<file path="src/rtl/tcr_pkg.sv">
// Shared types, constants and the color palette for the text mode renderer.
package tcr_pkg;

    localparam int MAX_ROWS   = 32;
    localparam int MAX_COLS   = 128;
    localparam int GLYPH_SIZE = 8;

    localparam int ROW_W      = 5;
    localparam int COL_W      = 7;
    localparam int CELL_DEPTH = MAX_ROWS * MAX_COLS;
    localparam int CELL_AW    = $clog2(CELL_DEPTH);
    localparam int GLYPH_DEPTH = 256 * GLYPH_SIZE;
    localparam int GLYPH_AW   = $clog2(GLYPH_DEPTH);
    localparam int LINE_W     = $clog2(GLYPH_SIZE);

    // Register indexes of the configuration port
    localparam logic [1:0] CFG_ROWS = 2'd0;
    localparam logic [1:0] CFG_COLS = 2'd1;

    typedef enum logic [1:0] {
        FN_WRITE_CHAR = 2'd0,
        FN_SET_CURSOR = 2'd1,
        FN_LOAD_FONT  = 2'd2,
        FN_RENDER     = 2'd3
    } func_t;

    typedef enum logic [1:0] {
        ST_IDLE,
        ST_CELL,
        ST_GLYPH
    } state_t;

    typedef struct packed {
        logic               we;
        logic [CELL_AW-1:0] waddr;
        logic [15:0]        wdata;
        logic               re;
        logic [CELL_AW-1:0] raddr;
    } cell_req_t;

    typedef struct packed {
        logic                we;
        logic [GLYPH_AW-1:0] waddr;
        logic [7:0]          wdata;
        logic                re;
        logic [GLYPH_AW-1:0] raddr;
    } glyph_req_t;

    typedef struct packed {
        logic [7:0] r;
        logic [7:0] g;
        logic [7:0] b;
    } rgb_t;

    // Fixed 16-entry palette
    function automatic rgb_t palette_rgb(input logic [3:0] colour);
        rgb_t c;
        case (colour)
            4'd0:    c = '{8'h00, 8'h00, 8'h00};
            4'd1:    c = '{8'h00, 8'h00, 8'haa};
            4'd2:    c = '{8'h00, 8'haa, 8'h00};
            4'd3:    c = '{8'h00, 8'haa, 8'haa};
            4'd4:    c = '{8'haa, 8'h00, 8'h00};
            4'd5:    c = '{8'haa, 8'h00, 8'haa};
            4'd6:    c = '{8'haa, 8'h55, 8'h00};
            4'd7:    c = '{8'haa, 8'haa, 8'haa};
            4'd8:    c = '{8'h55, 8'h55, 8'h55};
            4'd9:    c = '{8'h55, 8'h55, 8'hff};
            4'd10:   c = '{8'h55, 8'hff, 8'h55};
            4'd11:   c = '{8'h55, 8'hff, 8'hff};
            4'd12:   c = '{8'hff, 8'h55, 8'h55};
            4'd13:   c = '{8'hff, 8'h55, 8'hff};
            4'd14:   c = '{8'hff, 8'hff, 8'h55};
            default: c = '{8'hff, 8'hff, 8'hff};
        endcase
        return c;
    endfunction

endpackage

</file>
<file path="src/rtl/tcr_pixel_out.sv">
// Palette lookup and output register for rendered pixel words.
module tcr_pixel_out (
    input  logic       clk,
    input  logic       rst_n,
    input  logic       load,
    input  logic [3:0] colour,
    input  logic       out_stall,
    output logic       free,
    output logic       out_valid,
    output logic [7:0] red,
    output logic [7:0] green,
    output logic [7:0] blue
);
    import tcr_pkg::*;

    logic valid_reg;
    logic valid_next;
    rgb_t pix_reg;

    assign free = !valid_reg || !out_stall;

    // Hold the word until taken, replace it when loaded
    always_comb
    begin
        valid_next = valid_reg && out_stall;
        if (load)
        begin
            valid_next = 1'b1;
        end
    end

    always_ff @(posedge clk or negedge rst_n)
    begin
        if (!rst_n)
        begin
            valid_reg <= 1'b0;
        end
        else
        begin
            valid_reg <= valid_next;
        end
    end

    always_ff @(posedge clk)
    begin
        if (load)
        begin
            pix_reg <= palette_rgb(colour);
        end
    end

    assign out_valid = valid_reg;
    assign red       = pix_reg.r;
    assign green     = pix_reg.g;
    assign blue      = pix_reg.b;

endmodule

</file>
<file path="config.mk">
export PLATFORM = sky130hd
export DESIGN_NAME = tcr_pixel_out
export DESIGN_NICKNAME = d
export VERILOG_FILES = /design/src/rtl/tcr_pkg.sv /design/src/rtl/tcr_pixel_out.sv
export SDC_FILE = /design/constraint.sdc
export NUM_CORES = 1
export LEC_CHECK = 0
export BUFFER_PORTS_ARGS = -buffer_cell sky130_fd_sc_hd__buf_4
export CORE_AREA = 3 3 40 42
export CTS_BUF_LIST = sky130_fd_sc_hd__clkbuf_4 sky130_fd_sc_hd__clkbuf_8
export CTS_CLUSTER_SIZE = 20
export DETAILED_ROUTE_END_ITERATION = 10
export DIE_AREA = 0 0 43 45
export MAX_ROUTING_LAYER = met4
export PLACE_DENSITY_LB_ADDON = 0.08
export SLEW_MARGIN = 10
export SYNTH_ARGS = -nofsm -noshare
export SYNTH_HDL_FRONTEND = slang
export SYNTH_SLANG_ARGS = --single-unit
</file>
<file path="constraint.sdc">
create_clock -name clk -period 0.8 [get_ports clk]
set_input_delay 0.12 -clock clk [delete_from_list [all_inputs] [get_ports clk]]
set_output_delay 0.12 -clock clk [all_outputs]
set_load 0.02 [all_outputs]
</file>
==> flow_metrics.tcl, run 1 <==
set metrics [dict create \
    grt.overflow.total 0 \
    syn-cell-area_um2 353 \
    clock-sinks 6 \
    portBuffers 33 \
    seq_area_frac_synth 0.496 \
    drc 0 \
    failed_checks "negative setup slack" \
    rows 13 \
    vias_per_cell 3.94 \
    critPathMaxFanout 5 \
    syn_area_per_cell_um2 11.4 \
    criticalPathCategory "flop to output pin" \
    synth_seq_cells 6 \
    worstPathCellList "buf_6, buf_6" \
    cpPeakStageDelay_ns 0.42 \
    drt_iter0_drc 0 \
    clockBufferDepth 2 \
    die_area_um2 1940 \
    fp.dieH_um 45 \
    core_area_um2 1280 \
    drive_gt1_frac 0.792 \
    vias 268 \
    cts_made_buffers 3 \
    power.total_w 0.00118 \
    outcome "finished, violations left" \
    path_buf_inv 2 \
    grt_pass1_wl_mm 1.15 \
    ir_worst_vdd_mv 1.15 \
    min_period_over_period 1.34 \
    hold_violations 0 \
    wirelength_um 778 \
    die_w_um 43 \
    yosysUniqueCellTypes 8 \
    arrival_ns 0.95 \
    rsz0062_at_grt "yes" \
    clock_skew_ns 0 \
    maxSlewViolCount 0 \
    gr-usage-all-layers 0.0874 \
    n_fill_cell 118 \
    cts.htree.levels 1 \
    critPathSlowestCell "edfxtp_1" \
    hp-class "input pin to flop" \
    ios 34 \
    final_nets 62 \
    setup_viol 26 \
    synth_warnings 0 \
    area_growth_pct 83.3 \
    critPathRequiredTime_ns 0.68 \
    maxSlewHeadroom 0.852 \
    setup_slack_ns -0.273 \
    worst-slew-pin-transition_ns 0.222 \
    powerDensity_nw_per_um2 1830 \
    critical_path.most_common_cell "buf_6" \
    maxCapViolations 0 \
    fin_crit_ns 1.07 \
    clk_latency_ns 0.24 \
    antenna_cells 0 \
    netlist_instances 31 \
    grt_max_degree 7 \
    endpoint_kind "output pin" \
    path_delay_family "flip-flops" \
    gp_congestion 0.628 \
    worstSetupStartpointType "flop" \
    fin_cells 68 \
    ant_nets 0 \
    cts-root-buf "clkbuf_4" \
    post-route-util 0.503 \
    antenna_found_initial 0 \
    syn_nets 39 \
    cts_tree "done" \
    dp_cells 60 \
    wire_per_inst_um 11.4 \
    clkTransAtPathRegs_ns 0.05 \
    p_leak_nw 0.311 \
    grt_pass1_vias 259 \
    drt_first_pass_iters 1 \
    fmax_mhz 932 \
    start_util 0.275 \
]
==> path summary, 6_finish.rpt <==
| kind | from | endpoint | slack [ns] | cells past startpoint |
|---|---|---|---|---|
| worst min register to register | out_valid | out_valid | 0.65 | 3 |
| worst min-delay path | colour[0] | blue[7] | 0.07 | 1 |
| worst max-delay path | red[0] | red[2] | -0.27 | 2 |
| min in group asynchronous | rst_n | out_valid | 0.19 | 2 |
| worst max register to register | out_valid | out_valid | 0.07 | 3 |
| max in group asynchronous | rst_n | out_valid | 0.53 | 2 |
==> flip-flops by register name, indices dropped and copies added (netlist names) <==
name	flops
red	2
green	2
out_valid	1
blue	1
==> through the flow <==
step                setup slack, ns  cell area (µm²)  TNS (ns)  hold WS, ns
floorplan                   -0.0673              400    -0.774       -0.176
global placement             0.0278              479         0       -0.105
detailed placement          0.00196              479         0       -0.103
CTS                          -0.261              636     -5.91       0.0626
global route                 -0.294              647     -6.67       0.0648
finish                       -0.273              647     -5.74       0.0727
==> area by class of cell <==
cell class | count | area, µm² | area share
timing repair buffer | 37 | 385 | 0.596
inverter | 2 | 7.51 | 0.0116
clock buffer | 4 | 30.0 | 0.0464
sequential | 6 | 175 | 0.271
multi-input combinational | 4 | 30.0 | 0.0464
tap | 15 | 18.8 | 0.0290
==> cell usage after synthesis (all sizes together) <==
cell,count,area (µm²)
nand2b,1,6.26
o31a,1,8.76
nand2,1,3.75
a31o,1,8.76
dfrtp,1,25.0
edfxtp,5,150
buf,19,143
inv,2,7.51
==> timing repair <==
item	in CTS	in global routing
setup endpoints to repair	26	26
hold buffers	1	0
cloned	0	0
setup buffers	3	0
gates resized for setup	25	3
hold endpoints to repair	1	0
pin swaps	1	0
==> cells in the final DEF (no fill, tap or decap) <==
cell type,synthesis,routed
buf_6,0,28
buf_4,19,8
edfxtp_1,5,5
clkbuf_4,0,4
inv_1,2,2
o31a_1,1,1
nand2_2,0,1
nand2b_1,1,1
a31o_2,1,1
dlygate4sd3_1,0,1
dfrtp_1,1,1
==> layer usage <==
layer / up-vias / global-route usage / routed length, µm
met3: 2 / 0.0359 / 89
met5: - / - / 0
met4: 0 / 0.0542 / 7
met2: 22 / 0.153 / 418
met1: 120 / 0.0790 / 263
li1: 124 / - / -
==> where the power goes <==
part           leakage [nW]  internal (W)  switching, W
registers            0.0597      0.000369     0.0000358
clock network        0.0184      0.000223      0.000112
logic                 0.233      0.000238      0.000206
total                 0.311      0.000831      0.000354
==> cells by family after synthesis <==
group           after synthesis  share of synthesized area
compound gates                2                     0.0497
buf+inv                      21                      0.426
flops                         6                      0.496
simple gates                  2                     0.0284
Note: power is estimated with default switching activity, not from simulation.
==> run 2, diff against run 1 <==
--- a/config.mk
+++ b/config.mk
@@ -13,7 +13,9 @@
 export DIE_AREA = 0 0 43 45
 export MAX_ROUTING_LAYER = met4
 export PLACE_DENSITY_LB_ADDON = 0.08
+export SKIP_CTS_REPAIR_TIMING = 1
 export SLEW_MARGIN = 10
 export SYNTH_ARGS = -nofsm -noshare
 export SYNTH_HDL_FRONTEND = slang
 export SYNTH_SLANG_ARGS = --single-unit
+export TNS_END_PERCENT = 20
==> flow_metrics.tcl, run 2 (synthesized netlist as in run 1, its figures left out) <==
set metrics [dict create \
    outcome "finished, violations left" \
    failed_checks "negative setup slack" \
    final_nets 59 \
    n_fill_cell 124 \
    die_w_um 43 \
    path_delay_family "flip-flops" \
    worstSetupStartpointType "flop" \
    gr-usage-all-layers 0.0824 \
    drive_gt1_frac 0.780 \
    hp-class "input pin to flop" \
    fmax_mhz 952 \
    met3_usage 0.0239 \
    regArea_um2 175 \
    maxSlewHeadroom 0.852 \
    clkTransAtPathRegs_ns 0.05 \
    powerDensity_nw_per_um2 2080 \
    antenna_cells 0 \
    rows 13 \
    maxCapViolations 0 \
    grt_pass1_vias 240 \
    grtUsageMet2 0.117 \
    antenna_found_initial 0 \
    critPathSlowestCell "edfxtp_1" \
    cts-root-buf "clkbuf_4" \
    ir_worst_vdd_mv 0.740 \
    final_common_cell "buf_4" \
    ios 34 \
    critPathRequiredTime_ns 0.68 \
    endpoint_kind "output pin" \
    post-route-util 0.407 \
    p_leak_nw 0.263 \
    grt_pass1_wl_mm 1.06 \
    setup_slack_ns -0.251 \
    cts_made_buffers 3 \
    final_cell_mix "buf_4 (32), edfxtp_1 (5), clkbuf_4 (4)" \
    wire_per_inst_um 10.9 \
    clock-sinks 6 \
    critPathMaxFanout 8 \
    core_area_um2 1280 \
    ant_nets 0 \
    path_buf_inv 1 \
    grt.overflow.total 0 \
    clock_skew_ns 0 \
    criticalPathCategory "flop to output pin" \
    multi_input_area_um2 30.0 \
    clk_latency_ns 0.24 \
    rsz0062_at_grt "yes" \
    cts.htree.levels 1 \
    setup_viol 26 \
    fin_crit_ns 1.05 \
    fp.dieH_um 45 \
    min_period_over_period 1.31 \
    drt_iter0_drc 3 \
    use_met1 0.0796 \
    vias_per_cell 3.74 \
    drt_first_pass_iters 4 \
    portBuffers 33 \
    worst-slew-pin-transition_ns 0.222 \
    area_growth_pct 48.2 \
    worstPathCellList "buf_4" \
    vias 243 \
    arrival_ns 0.93 \
    hold_violations 0 \
    wirelength_um 710 \
    die_area_um2 1940 \
    grt_max_degree 9 \
    drc 0 \
    maxSlewViolCount 0 \
    fin_cells 65 \
    cpPeakStageDelay_ns 0.47 \
    cts_tree "done" \
    grt.busiest_layer "met2" \
    dp_cells 60 \
    gp_congestion 0.624 \
    clockBufferDepth 2 \
    start_util 0.275 \
]
## run 2: worst paths after layout
path                       cells after the start       from         to  slack, ns
max reg2reg                                    2  out_valid  out_valid       0.18
max                                            1     red[0]     red[0]      -0.25
min in group asynchronous                      2      rst_n  out_valid       0.19
max in group asynchronous                      2      rst_n  out_valid       0.53
min reg2reg                                    2  out_valid  out_valid       0.51
min                                            1  colour[0]    blue[7]       0.07
## run 2: where the power goes
| part | switching [W] | total (W) | leakage [nW] | internal (W) |
|---|---|---|---|---|
| Sequential | 0.0000257 | 0.000395 | 0.0597 | 0.000369 |
| Clock | 0.000120 | 0.000344 | 0.0184 | 0.000223 |
| Combinational | 0.000192 | 0.000351 | 0.185 | 0.000159 |
## run 2: area by class of cell
| type | count | area share |
|---|---|---|
| Multi-Input combinational cell | 4 | 0.0574 |
| Sequential cell | 6 | 0.335 |
| Tap cell | 15 | 0.0359 |
| Timing Repair Buffer | 34 | 0.500 |
| Clock buffer | 4 | 0.0574 |
| Inverter | 2 | 0.0144 |
## run 2: per-stage QoR
stage | setup WS (ns) | hold slack (ns) | instance area, µm² | setup TNS [ns] | total power (W)
detailed placement | 0.0103 | -0.100 | 477 | 0 | 0.000749
global route | -0.309 | 0.0524 | 523 | -6.42 | 0.00116
finish | -0.251 | 0.0678 | 523 | -5.03 | 0.00109
global placement | 0.0281 | -0.105 | 477 | 0 | 0.000745
CTS | -0.267 | -0.367 | 507 | -5.51 | 0.00110
floorplan | -0.0673 | -0.176 | 353 | -0.716 | 0.000653
## run 2: metal layers
metal  vias up  routed length [µm]
met4         0                  23
met5         -                   0
met1       102                 229
met3         2                 107
li1        118                   -
met2        21                 349
